==> src/speech_command_frame_builder_assert.svh <==
// Assertion macros shared by the speech command frame builder RTL.
// No dependencies; taken in by the modules that carry assertions.
`ifndef SPEECH_COMMAND_FRAME_BUILDER_ASSERT_SVH
`define SPEECH_COMMAND_FRAME_BUILDER_ASSERT_SVH

// Same-cycle implication, switched off while reset is held.
`define SCFB_ASSERT_IMPL(label, clk, rst_n, ante, cons, msg) \
    label: assert property (@(posedge clk) disable iff (!rst_n) (ante) |-> (cons)) \
        else $error(msg);

// Next-cycle implication, switched off while reset is held.
`define SCFB_ASSERT_NEXT(label, clk, rst_n, ante, cons, msg) \
    label: assert property (@(posedge clk) disable iff (!rst_n) (ante) |=> (cons)) \
        else $error(msg);

`endif

==> src/scfb_pkg.sv <==
// Shared types, constants and codes of the speech command frame builder.
// No dependencies; imported by the front, sequencer, transmit stage, top level and bench.
package scfb_pkg;

    // Sizes of the frame builder.
    localparam int MAX_TEXT   = 190;
    localparam int CMD_BYTES  = 17;
    localparam int HOLD_DEPTH = 32;
    localparam int HOLD_CW    = $clog2(HOLD_DEPTH + 1);
    localparam int RUN_MAX    = 15;
    localparam int RUN_W      = $clog2(RUN_MAX + 1);
    localparam int FIFO_DEPTH = 32;
    localparam int FIFO_AW    = $clog2(FIFO_DEPTH);
    localparam int FIFO_CW    = $clog2(FIFO_DEPTH + 1);
    localparam int NBYTES_W   = $clog2(CMD_BYTES + 1);

    // Frame bytes.
    localparam logic [7:0] BYTE_HEAD   = 8'hFD;
    localparam logic [7:0] BYTE_ZERO   = 8'h00;
    localparam logic [7:0] FIXED_LEN   = 8'h02;
    localparam logic [7:0] CMD_SPEAK   = 8'h01;
    localparam logic [7:0] CMD_STOP    = 8'h02;
    localparam logic [7:0] CHK_STOP    = 8'hFD;
    localparam logic [7:0] CMD_SLEEP   = 8'h88;
    localparam logic [7:0] CHK_SLEEP   = 8'h77;
    localparam logic [7:0] CMD_WAKE    = 8'h21;
    localparam logic [7:0] CHK_WAKE    = 8'hDE;
    localparam logic [7:0] ASCII_LBRK  = 8'h5B;
    localparam logic [7:0] ASCII_RBRK  = 8'h5D;
    localparam logic [7:0] ASCII_M     = 8'h6D;
    localparam logic [7:0] ASCII_V     = 8'h76;
    localparam logic [7:0] ASCII_ZERO  = 8'h30;

    // Item function codes.
    typedef enum logic [2:0] {
        FUNC_START = 3'd0,
        FUNC_TEXT  = 3'd1,
        FUNC_STOP  = 3'd2,
        FUNC_SLEEP = 3'd3,
        FUNC_WAKE  = 3'd4
    } t_func;

    // Classified command kinds handed from the front to the sequencer.
    typedef enum logic [1:0] {
        KIND_NONE  = 2'd0,
        KIND_START = 2'd1,
        KIND_TEXT  = 2'd2,
        KIND_FIXED = 2'd3
    } t_kind;

    // One classified command: its prepared bytes and frame-end marks.
    typedef struct packed {
        t_kind                          kind;
        logic [NBYTES_W-1:0]            nbytes;
        logic [CMD_BYTES-1:0]           ends;
        logic [CMD_BYTES-1:0][7:0]      bytes;
        logic [7:0]                     tlen;
    } t_cmd;

    // Byte push from the sequencer into the transmit queue.
    typedef struct packed {
        logic       valid;
        logic [7:0] data;
        logic       fend;
    } t_byte_push;

    // Run length push: how many queued words the current item releases.
    typedef struct packed {
        logic             valid;
        logic [RUN_W-1:0] len;
    } t_run_push;

    // Fill status of the transmit queues back to the sequencer.
    typedef struct packed {
        logic byte_full;
        logic run_full;
    } t_tx_status;

endpackage

==> src/scfb_if.sv <==
// Valid/ready channel interfaces for input items and result words.
// Depends on nothing; used by the front, the transmit stage and the top level.
interface scfb_item_if;
    logic       valid;
    logic       ready;
    logic [2:0] func;
    logic [7:0] music_volume;
    logic [3:0] music_number;
    logic [7:0] voice_volume;
    logic [2:0] text_encoding;
    logic [7:0] text_length;
    logic [7:0] text_byte;

    modport source (
        output valid, func, music_volume, music_number, voice_volume,
        output text_encoding, text_length, text_byte,
        input  ready
    );
    modport sink (
        input  valid, func, music_volume, music_number, voice_volume,
        input  text_encoding, text_length, text_byte,
        output ready
    );
endinterface

interface scfb_result_if;
    logic       valid;
    logic       ready;
    logic [7:0] frame_byte;
    logic       last_of_run;
    logic       frame_end;

    modport source (output valid, frame_byte, last_of_run, frame_end, input ready);
    modport sink   (input  valid, frame_byte, last_of_run, frame_end, output ready);
endinterface

==> src/scfb_front.sv <==
// Front end: accepts items, classifies them and prepares their frame bytes.
// Depends on scfb_pkg and scfb_item_if; holds a two-entry command queue toward the sequencer.
module scfb_front (
    input  logic              i_clk,
    input  logic              i_rst_n,
    scfb_item_if.sink         i_item,
    output scfb_pkg::t_cmd    o_cmd,
    output logic              o_cmd_valid,
    input  logic              i_cmd_pop
);
    import scfb_pkg::*;

    // Decimal form of an 8-bit value, most significant digit first.
    typedef struct packed {
        logic [1:0]      ndig;
        logic [2:0][7:0] ch;
    } t_dec;

    function automatic t_dec to_dec(input logic [7:0] v);
        t_dec        d;
        logic [1:0]  h;
        logic [6:0]  r;
        logic [14:0] p;
        logic [3:0]  t;
        logic [3:0]  u;
        h = (v >= 8'd200) ? 2'd2 : ((v >= 8'd100) ? 2'd1 : 2'd0);
        r = 7'(v - 8'(h) * 8'd100);
        // Tens digit by reciprocal multiply, exact for values below 100.
        p = 15'(r) * 15'd205;
        t = p[14:11];
        u = 4'(r - 7'(t) * 7'd10);
        d = '0;
        if (h != 2'd0) begin
            d.ndig  = 2'd3;
            d.ch[0] = ASCII_ZERO + 8'(h);
            d.ch[1] = ASCII_ZERO + 8'(t);
            d.ch[2] = ASCII_ZERO + 8'(u);
        end else if (t != 4'd0) begin
            d.ndig  = 2'd2;
            d.ch[0] = ASCII_ZERO + 8'(t);
            d.ch[1] = ASCII_ZERO + 8'(u);
        end else begin
            d.ndig  = 2'd1;
            d.ch[0] = ASCII_ZERO + 8'(u);
        end
        return d;
    endfunction

    // Control string "[xN]" packed from entry 0 upward.
    function automatic logic [5:0][7:0] ctrl_str(input logic [7:0] letter, input t_dec d);
        logic [5:0][7:0] s;
        s    = '0;
        s[0] = ASCII_LBRK;
        s[1] = letter;
        for (int k = 0; k < 3; k++) begin
            if (k < int'(d.ndig)) begin
                s[2 + k] = d.ch[k];
            end
        end
        s[3'd2 + 3'(d.ndig)] = ASCII_RBRK;
        return s;
    endfunction

    // Fixed five-byte frame, sent once or twice.
    function automatic t_cmd fixed_cmd(input logic [7:0] code, input logic [7:0] chk,
                                       input logic twice);
        t_cmd c;
        c = '0;
        c.kind = KIND_FIXED;
        for (int f = 0; f < 2; f++) begin
            c.bytes[5 * f + 0] = BYTE_HEAD;
            c.bytes[5 * f + 1] = BYTE_ZERO;
            c.bytes[5 * f + 2] = FIXED_LEN;
            c.bytes[5 * f + 3] = code;
            c.bytes[5 * f + 4] = chk;
        end
        c.ends[4] = 1'b1;
        c.ends[9] = twice;
        c.nbytes  = twice ? NBYTES_W'(10) : NBYTES_W'(5);
        return c;
    endfunction

    t_dec            w_mdec;
    t_dec            w_vdec;
    logic [5:0][7:0] w_mstr;
    logic [5:0][7:0] w_vstr;
    logic [2:0]      w_mlen;
    logic [2:0]      w_vlen;
    logic [7:0]      w_tsat;
    logic [8:0]      w_dlen;
    t_cmd            w_cmd;

    t_cmd            r_q [2];
    logic            r_wr;
    logic            r_rd;
    logic [1:0]      r_cnt;
    logic            w_push;
    logic            w_pop;

    // Classify the item and lay out the bytes it will emit.
    always_comb begin
        w_mdec = to_dec(i_item.music_volume);
        w_vdec = to_dec(i_item.voice_volume);
        w_mstr = ctrl_str(ASCII_M, w_mdec);
        w_vstr = ctrl_str(ASCII_V, w_vdec);
        w_mlen = 3'(w_mdec.ndig) + 3'd3;
        w_vlen = 3'(w_vdec.ndig) + 3'd3;
        w_tsat = (i_item.text_length > 8'(MAX_TEXT)) ? 8'(MAX_TEXT) : i_item.text_length;
        w_dlen = 9'(w_mlen) + 9'(w_vlen) + 9'(w_tsat) + 9'd3;
        w_cmd  = '0;
        case (i_item.func)
            FUNC_START: begin
                w_cmd.kind     = KIND_START;
                w_cmd.nbytes   = NBYTES_W'(5) + NBYTES_W'(w_mlen) + NBYTES_W'(w_vlen);
                w_cmd.tlen     = w_tsat;
                w_cmd.bytes[0] = BYTE_HEAD;
                w_cmd.bytes[1] = 8'(w_dlen[8]);
                w_cmd.bytes[2] = w_dlen[7:0];
                w_cmd.bytes[3] = CMD_SPEAK;
                w_cmd.bytes[4] = {1'b0, i_item.music_number, i_item.text_encoding};
                // The two control strings follow each other without gaps.
                for (int p = 0; p < CMD_BYTES - 5; p++) begin
                    if (p < int'(w_mlen)) begin
                        w_cmd.bytes[5 + p] = w_mstr[3'(p)];
                    end else if (p - int'(w_mlen) < 6) begin
                        w_cmd.bytes[5 + p] = w_vstr[3'(p - int'(w_mlen))];
                    end
                end
            end
            FUNC_TEXT: begin
                w_cmd.kind     = KIND_TEXT;
                w_cmd.nbytes   = NBYTES_W'(1);
                w_cmd.bytes[0] = i_item.text_byte;
            end
            FUNC_STOP:  w_cmd = fixed_cmd(CMD_STOP, CHK_STOP, 1'b0);
            FUNC_SLEEP: w_cmd = fixed_cmd(CMD_SLEEP, CHK_SLEEP, 1'b0);
            FUNC_WAKE:  w_cmd = fixed_cmd(CMD_WAKE, CHK_WAKE, 1'b1);
            default:    w_cmd.kind = KIND_NONE;
        endcase
    end

    // Two-entry command queue toward the sequencer.
    assign i_item.ready = (r_cnt != 2'd2);
    assign w_push       = i_item.valid && i_item.ready;
    assign w_pop        = i_cmd_pop && (r_cnt != 2'd0);
    assign o_cmd        = r_q[r_rd];
    assign o_cmd_valid  = (r_cnt != 2'd0);

    always_ff @(posedge i_clk) begin
        if (w_push) begin
            r_q[r_wr] <= w_cmd;
        end
    end

    always_ff @(posedge i_clk) begin
        if (!i_rst_n) begin
            r_wr  <= 1'b0;
            r_rd  <= 1'b0;
            r_cnt <= 2'd0;
        end else begin
            if (w_push) begin
                r_wr <= ~r_wr;
            end
            if (w_pop) begin
                r_rd <= ~r_rd;
            end
            r_cnt <= r_cnt + 2'(w_push) - 2'(w_pop);
        end
    end

endmodule

==> src/scfb_gen.sv <==
// Back-end sequencer: walks each command one byte per cycle while no transmit queue is full,
// keeps the check byte and the hold count, and releases runs. Depends on scfb_pkg.
module scfb_gen (
    input  logic                   i_clk,
    input  logic                   i_rst_n,
    input  scfb_pkg::t_cmd         i_cmd,
    input  logic                   i_cmd_valid,
    output logic                   o_cmd_pop,
    output scfb_pkg::t_byte_push   o_byte,
    output scfb_pkg::t_run_push    o_run,
    input  scfb_pkg::t_tx_status   i_tx
);
    import scfb_pkg::*;

    logic [NBYTES_W-1:0] r_idx;
    logic [7:0]          r_chk;
    logic [7:0]          r_rem;
    logic                r_open;
    logic [HOLD_CW-1:0]  r_hold;

    logic [7:0]          n_chk;
    logic [7:0]          n_rem;
    logic                n_open;

    logic                w_emit;
    logic [7:0]          w_byte;
    logic                w_end;
    logic                w_last;
    logic [7:0]          w_base;
    logic                w_keep;
    logic [HOLD_CW-1:0]  w_sum;
    logic [RUN_W-1:0]    w_run;
    logic                w_run_go;
    logic                w_adv;

    // Byte selection and frame state update for the current step.
    always_comb begin
        w_emit = 1'b0;
        w_byte = '0;
        w_end  = 1'b0;
        w_last = 1'b1;
        w_base = (r_idx == '0) ? '0 : r_chk;
        n_chk  = r_chk;
        n_rem  = r_rem;
        n_open = r_open;
        case (i_cmd.kind)
            KIND_START: begin
                w_emit = 1'b1;
                if (r_idx < i_cmd.nbytes) begin
                    w_byte = i_cmd.bytes[r_idx];
                    n_chk  = w_base ^ w_byte;
                    w_last = (r_idx == i_cmd.nbytes - NBYTES_W'(1)) && (i_cmd.tlen != '0);
                    if (w_last) begin
                        n_open = 1'b1;
                        n_rem  = i_cmd.tlen;
                    end
                end else begin
                    // Empty text: the check byte closes the frame at once.
                    w_byte = r_chk;
                    w_end  = 1'b1;
                    n_chk  = '0;
                    n_rem  = '0;
                    n_open = 1'b0;
                end
            end
            KIND_TEXT: begin
                if (r_open && (r_idx == '0)) begin
                    w_emit = 1'b1;
                    w_byte = i_cmd.bytes[0];
                    n_chk  = r_chk ^ w_byte;
                    n_rem  = r_rem - 8'd1;
                    w_last = (r_rem != 8'd1);
                end else if (r_open) begin
                    w_emit = 1'b1;
                    w_byte = r_chk;
                    w_end  = 1'b1;
                    n_chk  = '0;
                    n_rem  = '0;
                    n_open = 1'b0;
                end
            end
            KIND_FIXED: begin
                w_emit = 1'b1;
                w_byte = i_cmd.bytes[r_idx];
                w_end  = i_cmd.ends[r_idx];
                w_last = (r_idx == i_cmd.nbytes - NBYTES_W'(1));
                n_chk  = '0;
                n_rem  = '0;
                n_open = 1'b0;
            end
            default: begin
                w_emit = 1'b0;
            end
        endcase
    end

    // Hold count: bytes beyond the hold depth are dropped, the last step of each item
    // releases up to RUN_MAX words.
    always_comb begin
        w_keep   = w_emit && (r_hold < HOLD_CW'(HOLD_DEPTH));
        w_sum    = r_hold + HOLD_CW'(w_keep);
        w_run    = (w_sum > HOLD_CW'(RUN_MAX)) ? RUN_W'(RUN_MAX) : w_sum[RUN_W-1:0];
        w_run_go = w_last && (w_run != '0);
        w_adv    = i_cmd_valid && !(w_keep && i_tx.byte_full) && !(w_run_go && i_tx.run_full);

        o_byte.valid = w_adv && w_keep;
        o_byte.data  = w_byte;
        o_byte.fend  = w_end;
        o_run.valid  = w_adv && w_run_go;
        o_run.len    = w_run;
        o_cmd_pop    = w_adv && w_last;
    end

    always_ff @(posedge i_clk) begin
        if (!i_rst_n) begin
            r_idx  <= '0;
            r_chk  <= '0;
            r_rem  <= '0;
            r_open <= 1'b0;
            r_hold <= '0;
        end else if (w_adv) begin
            r_idx  <= w_last ? '0 : r_idx + NBYTES_W'(1);
            r_chk  <= n_chk;
            r_rem  <= n_rem;
            r_open <= n_open;
            r_hold <= w_last ? w_sum - HOLD_CW'(w_run) : w_sum;
        end
    end

endmodule

==> src/scfb_tx.sv <==
// Transmit stage: word queue, run-length queue and the output register.
// Depends on scfb_pkg, scfb_result_if and the assertion macro header.
`include "speech_command_frame_builder_assert.svh"

module scfb_tx (
    input  logic                   i_clk,
    input  logic                   i_rst_n,
    input  scfb_pkg::t_byte_push   i_byte,
    input  scfb_pkg::t_run_push    i_run,
    output scfb_pkg::t_tx_status   o_status,
    scfb_result_if.source          o_result
);
    import scfb_pkg::*;

    typedef struct packed {
        logic       fend;
        logic [7:0] data;
    } t_qword;

    function automatic logic [FIFO_AW-1:0] ptr_inc(input logic [FIFO_AW-1:0] p);
        return (p == FIFO_AW'(FIFO_DEPTH - 1)) ? '0 : p + FIFO_AW'(1);
    endfunction

    t_qword             r_bmem [FIFO_DEPTH];
    logic [FIFO_AW-1:0] r_bwr;
    logic [FIFO_AW-1:0] r_brd;
    logic [FIFO_CW-1:0] r_bcnt;

    logic [RUN_W-1:0]   r_rmem [FIFO_DEPTH];
    logic [FIFO_AW-1:0] r_rwr;
    logic [FIFO_AW-1:0] r_rrd;
    logic [FIFO_CW-1:0] r_rcnt;

    logic [RUN_W-1:0]   r_left;
    logic               r_ovalid;
    logic [7:0]         r_obyte;
    logic               r_olast;
    logic               r_oend;

    logic               w_run_act;
    logic               w_run_avail;
    logic               w_load;
    logic               w_rpop;

    // Queue status toward the sequencer.
    assign o_status.byte_full = (r_bcnt == FIFO_CW'(FIFO_DEPTH));
    assign o_status.run_full  = (r_rcnt == FIFO_CW'(FIFO_DEPTH));

    // A word leaves only inside a released run; the run's first word pops its length.
    assign w_run_act   = (r_left != '0);
    assign w_run_avail = w_run_act || (r_rcnt != '0);
    assign w_load      = (r_bcnt != '0) && w_run_avail && (!r_ovalid || o_result.ready);
    assign w_rpop      = w_load && !w_run_act;

    // Queue storage.
    always_ff @(posedge i_clk) begin
        if (i_byte.valid) begin
            r_bmem[r_bwr] <= '{fend: i_byte.fend, data: i_byte.data};
        end
        if (i_run.valid) begin
            r_rmem[r_rwr] <= i_run.len;
        end
    end

    // Queue pointers, run counter and output valid.
    always_ff @(posedge i_clk) begin
        if (!i_rst_n) begin
            r_bwr    <= '0;
            r_brd    <= '0;
            r_bcnt   <= '0;
            r_rwr    <= '0;
            r_rrd    <= '0;
            r_rcnt   <= '0;
            r_left   <= '0;
            r_ovalid <= 1'b0;
        end else begin
            if (i_byte.valid) begin
                r_bwr <= ptr_inc(r_bwr);
            end
            if (w_load) begin
                r_brd  <= ptr_inc(r_brd);
                r_left <= (w_run_act ? r_left : r_rmem[r_rrd]) - RUN_W'(1);
            end
            r_bcnt <= r_bcnt + FIFO_CW'(i_byte.valid) - FIFO_CW'(w_load);
            if (i_run.valid) begin
                r_rwr <= ptr_inc(r_rwr);
            end
            if (w_rpop) begin
                r_rrd <= ptr_inc(r_rrd);
            end
            r_rcnt <= r_rcnt + FIFO_CW'(i_run.valid) - FIFO_CW'(w_rpop);
            if (w_load) begin
                r_ovalid <= 1'b1;
            end else if (o_result.ready) begin
                r_ovalid <= 1'b0;
            end
        end
    end

    // Output payload register.
    always_ff @(posedge i_clk) begin
        if (w_load) begin
            r_obyte <= r_bmem[r_brd].data;
            r_oend  <= r_bmem[r_brd].fend;
            r_olast <= ((w_run_act ? r_left : r_rmem[r_rrd]) == RUN_W'(1));
        end
    end

    assign o_result.valid       = r_ovalid;
    assign o_result.frame_byte  = r_obyte;
    assign o_result.last_of_run = r_olast;
    assign o_result.frame_end   = r_oend;

    // The sequencer never pushes into a full word queue.
    `SCFB_ASSERT_IMPL(a_word_room, i_clk, i_rst_n, i_byte.valid, !o_status.byte_full, "queue full")
    // A released run always has its words already queued.
    `SCFB_ASSERT_IMPL(a_run_has_words, i_clk, i_rst_n, w_run_avail, r_bcnt != '0, "empty run")
    // Run lengths pushed by the sequencer are never zero.
    `SCFB_ASSERT_IMPL(a_run_nonzero, i_clk, i_rst_n, i_run.valid, i_run.len != '0, "zero run")
    // Inside a run each sent word counts the remainder down.
    `SCFB_ASSERT_NEXT(a_run_down, i_clk, i_rst_n, w_load && w_run_act, r_left < $past(r_left), "run skip")

endmodule

==> src/speech_command_frame_builder.sv <==
// Items pass the two-entry command queue, the sequencer, the word and run-length queues and the
// output register. The sequencer walks one frame byte per cycle while a command waits and
// neither transmit queue is full; the output port carries one word per cycle while a run is
// released, words are queued and the receiver takes them.
// Reset: synchronous, active low; clears the queues, the check byte and the frame state.
// Top level of the speech command frame builder; depends on scfb_pkg, scfb_if and submodules.
module speech_command_frame_builder (
    input  logic          i_clk,
    input  logic          i_rst_n,
    scfb_item_if.sink     i_item,
    scfb_result_if.source o_result
);
    import scfb_pkg::*;

    t_cmd       w_cmd;
    logic       w_cmd_valid;
    logic       w_cmd_pop;
    t_byte_push w_byte;
    t_run_push  w_run;
    t_tx_status w_status;

    scfb_front u_front (
        .i_clk       (i_clk),
        .i_rst_n     (i_rst_n),
        .i_item      (i_item),
        .o_cmd       (w_cmd),
        .o_cmd_valid (w_cmd_valid),
        .i_cmd_pop   (w_cmd_pop)
    );

    scfb_gen u_gen (
        .i_clk       (i_clk),
        .i_rst_n     (i_rst_n),
        .i_cmd       (w_cmd),
        .i_cmd_valid (w_cmd_valid),
        .o_cmd_pop   (w_cmd_pop),
        .o_byte      (w_byte),
        .o_run       (w_run),
        .i_tx        (w_status)
    );

    scfb_tx u_tx (
        .i_clk    (i_clk),
        .i_rst_n  (i_rst_n),
        .i_byte   (w_byte),
        .i_run    (w_run),
        .o_status (w_status),
        .o_result (o_result)
    );

endmodule

==> src/flat_wrapper.sv <==
// flat-port wrapper written by rule: the top's interface ports become plain ports
module speech_command_frame_builder_flat import scfb_pkg::*;
  (i_clk, i_rst_n, i_item_valid, i_item_func, i_item_music_volume, i_item_music_number, i_item_voice_volume, i_item_text_encoding, i_item_text_length, i_item_text_byte, i_item_ready, o_result_valid, o_result_frame_byte, o_result_last_of_run, o_result_frame_end, o_result_ready);
  scfb_item_if i_item_i ();
  scfb_result_if o_result_i ();
  input  logic i_clk;
  input  logic i_rst_n;
  input wire logic [$bits(i_item_i.valid)-1:0] i_item_valid;
  input wire logic [$bits(i_item_i.func)-1:0] i_item_func;
  input wire logic [$bits(i_item_i.music_volume)-1:0] i_item_music_volume;
  input wire logic [$bits(i_item_i.music_number)-1:0] i_item_music_number;
  input wire logic [$bits(i_item_i.voice_volume)-1:0] i_item_voice_volume;
  input wire logic [$bits(i_item_i.text_encoding)-1:0] i_item_text_encoding;
  input wire logic [$bits(i_item_i.text_length)-1:0] i_item_text_length;
  input wire logic [$bits(i_item_i.text_byte)-1:0] i_item_text_byte;
  output wire logic [$bits(i_item_i.ready)-1:0] i_item_ready;
  output wire logic [$bits(o_result_i.valid)-1:0] o_result_valid;
  output wire logic [$bits(o_result_i.frame_byte)-1:0] o_result_frame_byte;
  output wire logic [$bits(o_result_i.last_of_run)-1:0] o_result_last_of_run;
  output wire logic [$bits(o_result_i.frame_end)-1:0] o_result_frame_end;
  input wire logic [$bits(o_result_i.ready)-1:0] o_result_ready;
  assign i_item_i.valid = i_item_valid;
  assign i_item_i.func = i_item_func;
  assign i_item_i.music_volume = i_item_music_volume;
  assign i_item_i.music_number = i_item_music_number;
  assign i_item_i.voice_volume = i_item_voice_volume;
  assign i_item_i.text_encoding = i_item_text_encoding;
  assign i_item_i.text_length = i_item_text_length;
  assign i_item_i.text_byte = i_item_text_byte;
  assign i_item_ready = i_item_i.ready;
  assign o_result_valid = o_result_i.valid;
  assign o_result_frame_byte = o_result_i.frame_byte;
  assign o_result_last_of_run = o_result_i.last_of_run;
  assign o_result_frame_end = o_result_i.frame_end;
  assign o_result_i.ready = o_result_ready;
  speech_command_frame_builder u_core (.i_clk(i_clk), .i_rst_n(i_rst_n), .i_item(i_item_i), .o_result(o_result_i));
endmodule
==> config.mk <==
export PLATFORM = sky130hd
export DESIGN_NAME = speech_command_frame_builder_flat
export DESIGN_NICKNAME = d
export VERILOG_FILES = /design/src/scfb_pkg.sv /design/src/scfb_if.sv /design/src/scfb_front.sv /design/src/scfb_gen.sv /design/src/scfb_tx.sv /design/src/speech_command_frame_builder.sv /design/src/flat_wrapper.sv
export VERILOG_INCLUDE_DIRS = /design/src /design/src/src
export SDC_FILE = /design/constraint.sdc
export NUM_CORES = 1
export LEC_CHECK = 0
export ABC_AREA = 1
export BUFFER_PORTS_ARGS = -buffer_cell sky130_fd_sc_hd__buf_4
export CORE_MARGIN = 3
export CORE_UTILIZATION = 63
export CTS_BUF_LIST = sky130_fd_sc_hd__clkbuf_16
export DETAILED_ROUTE_END_ITERATION = 10
export PLACE_DENSITY = 0.8
export REMOVE_ABC_BUFFERS = 1
export SLEW_MARGIN = 0
export SYNTH_ARGS = -nofsm -noshare
export SYNTH_HDL_FRONTEND = slang
export SYNTH_SLANG_ARGS = --single-unit
==> constraint.sdc <==
create_clock -name i_clk -period 8.65 [get_ports i_clk]
set_input_delay 0.4325 -clock i_clk [delete_from_list [all_inputs] [get_ports i_clk]]
set_output_delay 0.4325 -clock i_clk [all_outputs]
set_load 0.005 [all_outputs]
==> impl_results.md <==
* CTS resizes at 0
* Power density over the cells at 345 nW/µm²
* CP max FO at 14
* Slowest CP cell: fa_1
* Status: finished clean
* Setup WS pre-CTS at 0.651 ns
* Placeable Area at 54300 µm²
* Multi-input gate area at 12300 µm²
* Hold Path Class: in -> reg
* Post-DP HPWL at 55200 µm
* CTS sink count at 723
* Worst Skew at 0.0404 ns
* Register area share after synthesis at 60.1%
* CP top delay family: adder cells
* Max Freq at 136 MHz
* WL final at 85500 µm
* Routed via count at 26000
* Setup Total Neg Slack at 0 ns
* Antenna violations before repair at 0
* Final worst setup slack at 1.32 ns
* IO Count at 58
* Post-Synthesis Cells at 3477
* # DRC at 0
* Post-Syn Area at 34900 µm²
* Fillcell total at 3752
* Worst VDD drop at 235 µV
* Slew Limit Fails at 0
* Number of synthesized register bits at 723
* Final Hold Viols at 0
* Core Util, Final at 70.3%
* LEAKAGE at 0.0149 µW
* Aggregate global routing overflow at 0
* Clock transition at path regs at 0.06 ns
* Critical Path RT at 9.02 ns
* Gpl congestion at 0.909
* Post-DRT Antenna Nets at 0
* 1st-iter DRT viols at 2988
* Number of setup violations in the final report at 0
* Routed length per instance at 19.9 µm
* Startpoint class of the critical path: primary input
* Largest stage delay, worst path at 0.51 ns
* CP dominant cell by count: nand2_1
* Max_slew headroom at 16.8%
* Period utilisation layout at 84.8%
* CTS Root Cell: clkbuf_16
* P&R area growth vs syn at 9.60%
* Die height at 241 µm
* Commonest cells after routing, fill and taps aside: 648 x edfxtp_1, 589 x nand2_1, 576 x nor2_1
* Share of post-route cells with drive strength above 1 at 6.60%
* Most common cell after layout, fill and taps aside: edfxtp_1
* Max-Cap Viols at 0
* Antenna cells at 0
* Post-synth EDFFs at 648
* Nets at 3716
* Die Footprint at 58200 µm²
* Row cnt at 85
* Hold-fix buffers at CTS at 0
* Clk_lat worst skew at 0.64 ns
* Mean Syn Cell Area at 10.0 µm²
* Cell Count, Final, Fillers Out at 4302
* Crit path time final at 7.33 ns
* CTS tree: built
* Cell count after placement at 4172
* Pre-Repair DR Iteration Count at 6
* Effective utilization at floorplan at 64.2%
* GRT Util Overall at 29.5%
* FFs w/ async S/R, synth at 0%
* Worst Tran Pin Value at 1.24 ns
* Vias in the first global route at 25500
* CTS H-tree lvls at 3
* Worst path bufs/invs at 15
* Drt via density at 6.05
* Sequential Area at 21000 µm²
* Kind of critical path: in -> reg
* First-pass GRT wire length at 134000 µm
* Crit path arrival time at 7.71 ns
* Worst Setup End Kind: flip-flop
* Longest Clk Path Bufs at 3
* Port Buffer Count at 57
* Postcts setup bufs at 0
* Yosys warns at 0
* Largest net degree at the start of global routing at 92
* Post-synth cell types at 57
* RSZ-0062 raised after global routing: false
* Synth Flop Type: edfxtp_1
* Die width at 241 µm
* CTS Buf Count at 73
## flip-flops by register name (all words and copies together) (netlist names), named ones only
register and flops:
u_core.u_tx.r_bcnt 6, u_core.u_tx.o_result.valid 1, u_core.u_front.r_rd 1, u_core.u_tx.o_result.frame_end 1
u_core.u_tx.r_brd 5, u_core.u_tx.r_bwr 5, u_core.u_tx.o_result.frame_byte 8, u_core.u_front.r_wr 1
u_core.u_tx.o_result.last_of_run 1, u_core.u_gen.r_chk 8, u_core.u_tx.r_rwr 5, u_core.u_tx.r_left 4
u_core.u_tx.r_rcnt 6, u_core.u_gen.r_rem 8, u_core.u_front.r_cnt 2, u_core.u_gen.r_idx 5
u_core.u_tx.r_rmem 128, u_core.u_gen.r_open 1, u_core.u_front.r_q 222, u_core.u_gen.r_hold 6
u_core.u_tx.r_rrd 5, u_core.u_tx.r_bmem 288
## through the flow
stage	total power [µW]	hold slack, ns	area [µm²]
3_5_place_dp	10200	0.450	36000
2_1_floorplan	8450	0.425	34300
6_report	13200	0.108	38200
4_1_cts	13100	0.0875	38200
3_3_place_gp	9950	0.437	36000
5_1_grt	14000	0.107	38200
## final timing paths
path                           from                         to  slack [ns]  depth (start not counted)
min reg2reg     u_core.u_front.r_rd        u_core.u_front.r_rd        0.46                          1
min             i_item_text_byte[5]  u_core.u_front.r_q[0][13]        0.11                          3
max reg2reg               flip-flop      u_core.u_tx.r_bcnt[4]        2.45                         28
max          i_item_voice_volume[3]  u_core.u_front.r_q[1][30]        1.32                         51
## worst min-delay path, cell delays in order
cell and delay, ns:
buf_4 0.08, nand2_1 0.04, nand2_1 0.07
## cell type report
cell class / count / area share, %
clock inverter: 56 / 0.995
timing repair buffer: 92 / 1.81
multi-input combinational: 2311 / 32.1
clock buffer: 74 / 4.84
inverter: 307 / 3.02
tap: 739 / 2.42
sequential: 723 / 54.8
## cells by family (layout without fill, tap and decap cells)
family,after synthesis,after routing,share of synthesized area (%)
compound gates,715,715,11.5
flops,723,723,60.1
buf+inv,457,529,5.11
other cells,2,16,0.0215
fa+ha+maj,162,162,6.35
xor+xnor,29,29,0.728
simple gates,1389,1389,16.2
## routing by layer
layer	global-route usage [%]	vias up	share of wire, %
met2	50.1	1330	49
met3	4.38	302	8.2
met5	0	-	0
li1	-	12100	-
met4	15.1	0	5.3
met1	37.2	12300	37
## Yosys cell counts (8+ instances only)
library cell | n | area share (%)
nor3_1 | 27 | 0.39
o21ai_0 | 406 | 5.8
clkbuf_1 | 122 | 1.3
nor2_1 | 578 | 6.2
o211ai_1 | 28 | 0.60
a31oi_1 | 8 | 0.14
edfxtp_1 | 648 | 56
nand4_1 | 37 | 0.66
xor2_1 | 22 | 0.55
o22ai_1 | 104 | 1.9
fa_1 | 25 | 1.4
o221ai_1 | 32 | 0.80
nand2_1 | 589 | 6.3
inv_1 | 292 | 3.1
buf_2 | 18 | 0.26
a21oi_1 | 106 | 1.5
ha_1 | 137 | 4.9
nand3_1 | 119 | 1.7
dfxtp_1 | 75 | 4.3
## where the power goes
group	internal [µW]	leakage (µW)	total (µW)	switching, µW
sequential	4610	0.00662	4850	241
clock	1630	0.00116	2950	1320
combinational	1570	0.00708	5390	3820
total	7810	0.0149	13200	5380
No activity file was read; power rests on OpenSTA's default activity.
